--- config.mk ---
export PLATFORM = sky130hd
export DESIGN_NAME = c8_ram
export DESIGN_NICKNAME = d
export VERILOG_FILES = /design/src/c8_ram.sv
export SDC_FILE = /design/constraint.sdc
export NUM_CORES = 1
export LEC_CHECK = 0
export ABC_AREA = 1
export BUFFER_PORTS_ARGS = -buffer_cell sky130_fd_sc_hd__buf_2
export CORE_UTILIZATION = 50
export DETAILED_ROUTE_END_ITERATION = 10
export GPL_TIMING_DRIVEN = 0
export PLACE_DENSITY = 0.64
export SYNTH_ARGS = -nofsm -noshare
export SYNTH_HDL_FRONTEND = slang
export SYNTH_SLANG_ARGS = --single-unit
export TNS_END_PERCENT = 10
--- constraint.sdc ---
create_clock -name aclk -period 1.25 [get_ports aclk]
set_clock_uncertainty 0.05 [all_clocks]
set_input_delay 0.125 -clock aclk [delete_from_list [all_inputs] [get_ports aclk]]
set_output_delay 0.125 -clock aclk [all_outputs]
set_load 0.01 [all_outputs]
--- src/c8_ram.sv ---
// Simple dual-port synchronous RAM: one write port, one registered read port.
// Used for main memory, display rows, data registers and the return stack.
`default_nettype none
module c8_ram #(
    parameter int WIDTH = 8,
    parameter int DEPTH = 16
) (
    input  wire logic                     aclk,
    input  wire logic                     we,
    input  wire logic [$clog2(DEPTH)-1:0] waddr,
    input  wire logic [WIDTH-1:0]         wdata,
    input  wire logic [$clog2(DEPTH)-1:0] raddr,
    output logic      [WIDTH-1:0]         rdata
);

    logic [WIDTH-1:0] mem [DEPTH];

    // Write port.
    always_ff @(posedge aclk) begin
        if (we) begin
            mem[waddr] <= wdata;
        end
    end

    // Registered read port, returns old data on a same-address write.
    always_ff @(posedge aclk) begin
        rdata <= mem[raddr];
    end

endmodule
`default_nettype wire

==> results of run 1 <==
-- critical path, stage by stage --
cell      delay, ns
buf_2          0.12
nand3b_1       0.27
nor2_1         0.72
-- layout by cell type (no fill, tap or decap) --
| master | count |
|---|---|
| edfxtp_1 | 128 |
| nor2_2 | 4 |
| inv_1 | 100 |
| buf_1 | 1 |
| nand2_1 | 173 |
| clkbuf_1 | 1 |
| nand3b_1 | 2 |
| clkinvlp_4 | 5 |
| nor2_1 | 13 |
| dfxtp_1 | 8 |
| bufinv_16 | 4 |
| buf_2 | 35 |
| clkbuf_16 | 17 |
| buf_6 | 6 |
| nand3_1 | 97 |
| inv_2 | 2 |
| clkinv_2 | 4 |
| clkinv_1 | 1 |
| buf_4 | 4 |
-- flip-flops by register name, summed over array words and instances (netlist names) --
signal and count:
mem 128, rdata 8
-- synthesized netlist by cell type --
master	instances
buf_1	1
buf_2	13
buf_4	4
buf_6	6
dfxtp_1	8
edfxtp_1	128
inv_1	100
inv_2	2
nand2_1	173
nand3_1	97
nand3b_1	2
nor2_1	17
-- where the power goes --
group | internal [uW] | switching, uW | total [uW]
sequential | 5100 | 24.7 | 5120
combinational | 196 | 478 | 674
clock | 3310 | 1850 | 5150
total | 8600 | 2350 | 11000
-- through the flow --
stage	worst slack [ns]	total power, uW	std cells	utilization [%]	TNS (ns)
6_report	0.00359	11000	745	60.5	0
5_1_grt	-0.0558	11300	745	60.5	-0.730
4_1_cts	-0.0153	11000	745	60.5	-0.112
3_5_place_dp	-0.518	5880	713	54.9	-41.50
3_3_place_gp	-0.431	5870	713	54.9	-35.76
2_1_floorplan	0.124	5590	551	-	0
-- worst min path at each step --
| stage | startpoint | to | slack (ns) |
|---|---|---|---|
| after detailed placement | rdata[6]$_DFF_P_ | rdata[6] | 0.47 |
| final | wdata[2] | mem[11][2]$_DFFE_PP_ | 0.07 |
| after global routing | wdata[2] | mem[10][2]$_DFFE_PP_ | 0.06 |
| after CTS | wdata[2] | mem[11][2]$_DFFE_PP_ | 0.06 |
| after global placement | rdata[7]$_DFF_P_ | rdata[7] | 0.47 |
| after floorplan | wdata[0] | mem[0][0]$_DFFE_PP_ | 0.17 |
-- layer usage --
| layer | global-route usage, % | part of all wire (%) | up-vias |
|---|---|---|---|
| met5 | 0 | 0 | - |
| met4 | 9.52 | 2.4 | 0 |
| met3 | 6.76 | 7.6 | 27 |
| met2 | 39.6 | 47 | 159 |
| met1 | 35.5 | 43 | 1864 |
| li1 | - | - | 1859 |
-- layout make-up --
| class | count | area (sq um) | area share (%) |
|---|---|---|---|
| timing repair buffer | 22 | 110 | 1.65 |
| inverter | 102 | 383 | 5.74 |
| buffer | 24 | 166 | 2.49 |
| sequential | 136 | 4000 | 60.0 |
| tap | 140 | 175 | 2.63 |
| multi-input combinational | 289 | 1220 | 18.3 |
| clock buffer | 18 | 429 | 6.43 |
| clock inverter | 14 | 181 | 2.72 |
-- cells by family (layout without fill, tap and decap cells) --
logic type	after synthesis	count (layout)
AND/OR/NAND/NOR	289	289
buffers and inverters	126	180
flip-flops	136	136
-- timing repair --
item | in CTS | in global routing
hold buffers | 0 | 0
resized for setup | 3 | 1
setup buffers | 0 | 0
hold endpoints to repair | 0 | 0
cloned | 0 | 0
setup endpoints to repair | 24 | 21
==> results.json, run 1 <==
{
  "status": "complete, no violations",
  "grt_pass1_vias": 3767,
  "whs_path_depth": 1,
  "crit-reg2reg-launch": "mem[10][5]$_DFFE_PP_",
  "io_pins": 26,
  "rsz0062_at_grt": "yes",
  "core_area_sq_um": 11000,
  "antenna_found_initial": 0,
  "wire_per_inst_um": 18.6,
  "synth_top_area_share_pct": 66.7,
  "hold_viol_final": 0,
  "clock_latency_ns": 0.42,
  "min_path_type": "in -> reg",
  "area_growth_pct": 15.7,
  "synthAdderAreaFrac_pct": 0,
  "synth_top_family_by_area": "simple AND/OR/NAND/NOR gates",
  "clock_sinks": 136,
  "drc": 0,
  "placed_area_sq_um": 6050,
  "synth_area_leaders": "edfxtp_1 67%, nand2_1 11%, nand3_1 8.4%",
  "p_leak_uw": 0.00290,
  "yosys_register_bits": 136,
  "final_area_sq_um": 6670,
  "wirelength_um": 13900,
  "maxSlewViolCount": 0,
  "via_count": 3909,
  "reg2regPathDepth": 6,
  "cp.arrival_ns": 1.24,
  "maxCapViolCount": 0,
  "synth-xor-area-share_pct": 0,
  "nNetsFinal": 610,
  "rows": 38,
  "grt_start_max_net_pins": 17,
  "start_util_pct": 52.3,
  "grt_usage_pct": 25.8,
  "irDropWorstVdd_v": 0.000828,
  "diodes": 0,
  "clkTransAtPathRegs_ns": 0.06,
  "timing.fmax_ghz": 0.802,
  "relSlewSlack_pct": 41.6,
  "layout-drive-gt1-share_pct": 13.4,
  "yosysTopAreaCell": "edfxtp_1",
  "postSynthAreaPerCell_sq_um": 10.5,
  "die-area_sq_um": 12000,
  "grt_pass1_wl_um": 21200,
  "cp_max_fo": 8,
  "syn_area_sq_um": 5770,
  "gr-total-overflow": 0,
  "start_kind": "input pin",
  "finalCritPeriodShare_pct": 99.7,
  "clock_path_buffers": 2,
  "ys_warn_count": 0,
  "whs_ns": 0.0660,
  "startpoint": "waddr[3]",
  "die_h_um": 109,
  "cp-end-kind": "flip-flop",
  "synth_nets": 569,
  "n_fill_cell": 923,
  "synth_seq_area_share_pct": 69.4,
  "via_per_inst": 5.25,
  "setup_viol": 0,
  "path_class": "in -> reg",
  "period_minus_slack_ns": 1.25,
  "port_buffers": 22,
  "drt_iter0_markers": 362,
  "dp_hpwl_um": 8860,
  "synthMuxAreaShare_pct": 0,
  "die-width_um": 109,
  "cts_buffers": 17,
  "synth_cell_types": 12,
  "ant_nets": 0,
  "r2r-end": "rdata[5]$_DFF_P_",
  "synth-compound-area-share_pct": 0,
  "cts_tree": "done",
  "cp_data_required_time_ns": 1.24,
  "h-tree-depth": 4,
  "max_slew.worst_pin.slew_ns": 0.873,
  "gp_congestion": 0.862,
  "synth_cells": 551,
  "synthSimpleGateAreaFrac_pct": 21.0,
  "cts-root-buf": "clkbuf_16",
  "dr.pass1.iters": 5,
  "rrSetupSlack_ns": 0.17,
  "p_per_area_nw_per_um2": 1640,
  "crit_end": "mem[7][2]$_DFFE_PP_"
}
Note: power is estimated with default switching activity, not from simulation.
==> inputs of run 2 (changes only) <==
CORE_UTILIZATION = 40   (was 50)
PLACE_DENSITY = 0.53   (was 0.64)
==> run 2 against run 1 <==
Final area shrank 0.17%. Non-clock buffer count is the same. Global-route usage shrank 4.6 points. First-iteration DRC count shrank 8.8%. Sequential power is essentially flat. Highest routed layer unchanged.
==> results.json, run 2 (synthesis gave the netlist of run 1 again) <==
{
  "final_common_cell": "nand2_1",
  "irDropWorstVdd_v": 0.000693,
  "gr-total-overflow": 0,
  "core_area_sq_um": 14000,
  "timing.fmax_ghz": 0.832,
  "n_fill_cell": 1312,
  "cts_buffers": 17,
  "io_pins": 26,
  "p_leak_uw": 0.00287,
  "cp_data_required_time_ns": 1.24,
  "final_cell_mix": "173 x nand2_1, 128 x edfxtp_1, 100 x inv_1, 97 x nand3_1, 35 x buf_2",
  "area_growth_pct": 15.5,
  "die_h_um": 122,
  "rsz0062_at_grt": "yes",
  "grt_pass1_vias": 3556,
  "seq_area_sq_um": 4000,
  "relSlewSlack_pct": 44.0,
  "port_buffers": 22,
  "layout-drive-gt1-share_pct": 12.6,
  "p_per_area_nw_per_um2": 1570,
  "min_path_type": "in -> reg",
  "wire_per_inst_um": 18.1,
  "wirelength_um": 14200,
  "max_slew.worst_pin.slew_ns": 0.837,
  "period_minus_slack_ns": 1.20,
  "cp-end-kind": "flip-flop",
  "utilization_pct": 47.6,
  "ant_nets": 0,
  "finalCritPeriodShare_pct": 96.1,
  "dp_cells": 753,
  "post_cts_buffers": 0,
  "nNetsFinal": 610,
  "h-tree-depth": 4,
  "grt_usage_pct": 21.2,
  "path_class": "in -> reg",
  "diodes": 0,
  "via_per_inst": 4.83,
  "status": "complete, no violations",
  "grt_start_max_net_pins": 17,
  "rows": 43,
  "clock_latency_ns": 0.42,
  "setup_viol": 0,
  "drt_iter0_markers": 330,
  "maxCapViolCount": 0,
  "start_util_pct": 41.2,
  "via_count": 3788,
  "clock_path_buffers": 2,
  "antenna_found_initial": 0,
  "top_register": "mem",
  "fin_cells": 785,
  "top_regs": "mem: 128 flops, rdata: 8 flops",
  "power_uw": 10400,
  "die-width_um": 122,
  "hold_viol_final": 0,
  "gp_congestion": 0.828,
  "drc": 0,
  "clock_sinks": 136,
  "largest_reg_flops": 128,
  "cp.arrival_ns": 1.19,
  "dp_hpwl_um": 9230,
  "start_kind": "input pin",
  "cts_tree": "done",
  "cts-root-buf": "clkbuf_16",
  "grt_pass1_wl_um": 21500,
  "clkTransAtPathRegs_ns": 0.06,
  "cp_max_fo": 8,
  "multiInputGateArea_sq_um": 1230,
  "maxSlewViolCount": 0,
  "die-area_sq_um": 14900,
  "dr.pass1.iters": 5
}
[run 2: layout make-up]
cell class,count,share of cell area [%]
Buffer,24,2.50
Clock buffer,19,6.50
Clock inverter,13,1.67
Inverter,102,5.75
Multi-Input combinational cell,289,18.4
Sequential cell,136,60.1
Tap cell,180,3.38
Timing Repair Buffer,22,1.65
[run 2: layer usage]
layer,GRT usage (%),part of all wire [%]
met5,0,0
met4,9.38,2.2
met2,30.5,44
met3,5.29,5.9
met1,30.2,48
[run 2: metrics by stage]
step	setup TNS [ns]	setup slack, ns	hold WS [ns]	instance area, sq um
3_5_place_dp	-44.95	-0.602	0.470	6100
4_1_cts	-0.224	-0.0333	0.0670	6650
2_1_floorplan	0	0.124	0.174	5770
6_report	0	0.0485	0.0718	6660
3_3_place_gp	-42.38	-0.566	0.468	6100
5_1_grt	-0.436	-0.0435	0.0730	6660
[run 2: where the power goes]
| part | total, uW | switching (uW) | internal [uW] |
|---|---|---|---|
| Combinational | 679 | 483 | 197 |
| Clock | 4640 | 1770 | 2870 |
| Sequential | 5120 | 22.7 | 5100 |
[run 2: worst max-delay path, cell delays in order]
cell	delay (ns)
buf_2	0.12
nand3b_1	0.28
nor2_2	0.66
[run 2: repair_timing]
action,in CTS,in global routing
hold buffers,0,0
setup endpoints to repair,24,24
resized for setup,3,3
[run 2: final timing paths]
path              cells after the start            startpoint  slack, ns                  end
setup / recovery                      3              waddr[3]       0.05  mem[7][0]$_DFFE_PP_
hold / removal                        1              wdata[2]       0.07  mem[7][2]$_DFFE_PP_
setup reg to reg                      6  mem[14][7]$_DFFE_PP_       0.16     rdata[7]$_DFF_P_
hold reg to reg                       6  mem[12][5]$_DFFE_PP_       0.66     rdata[5]$_DFF_P_
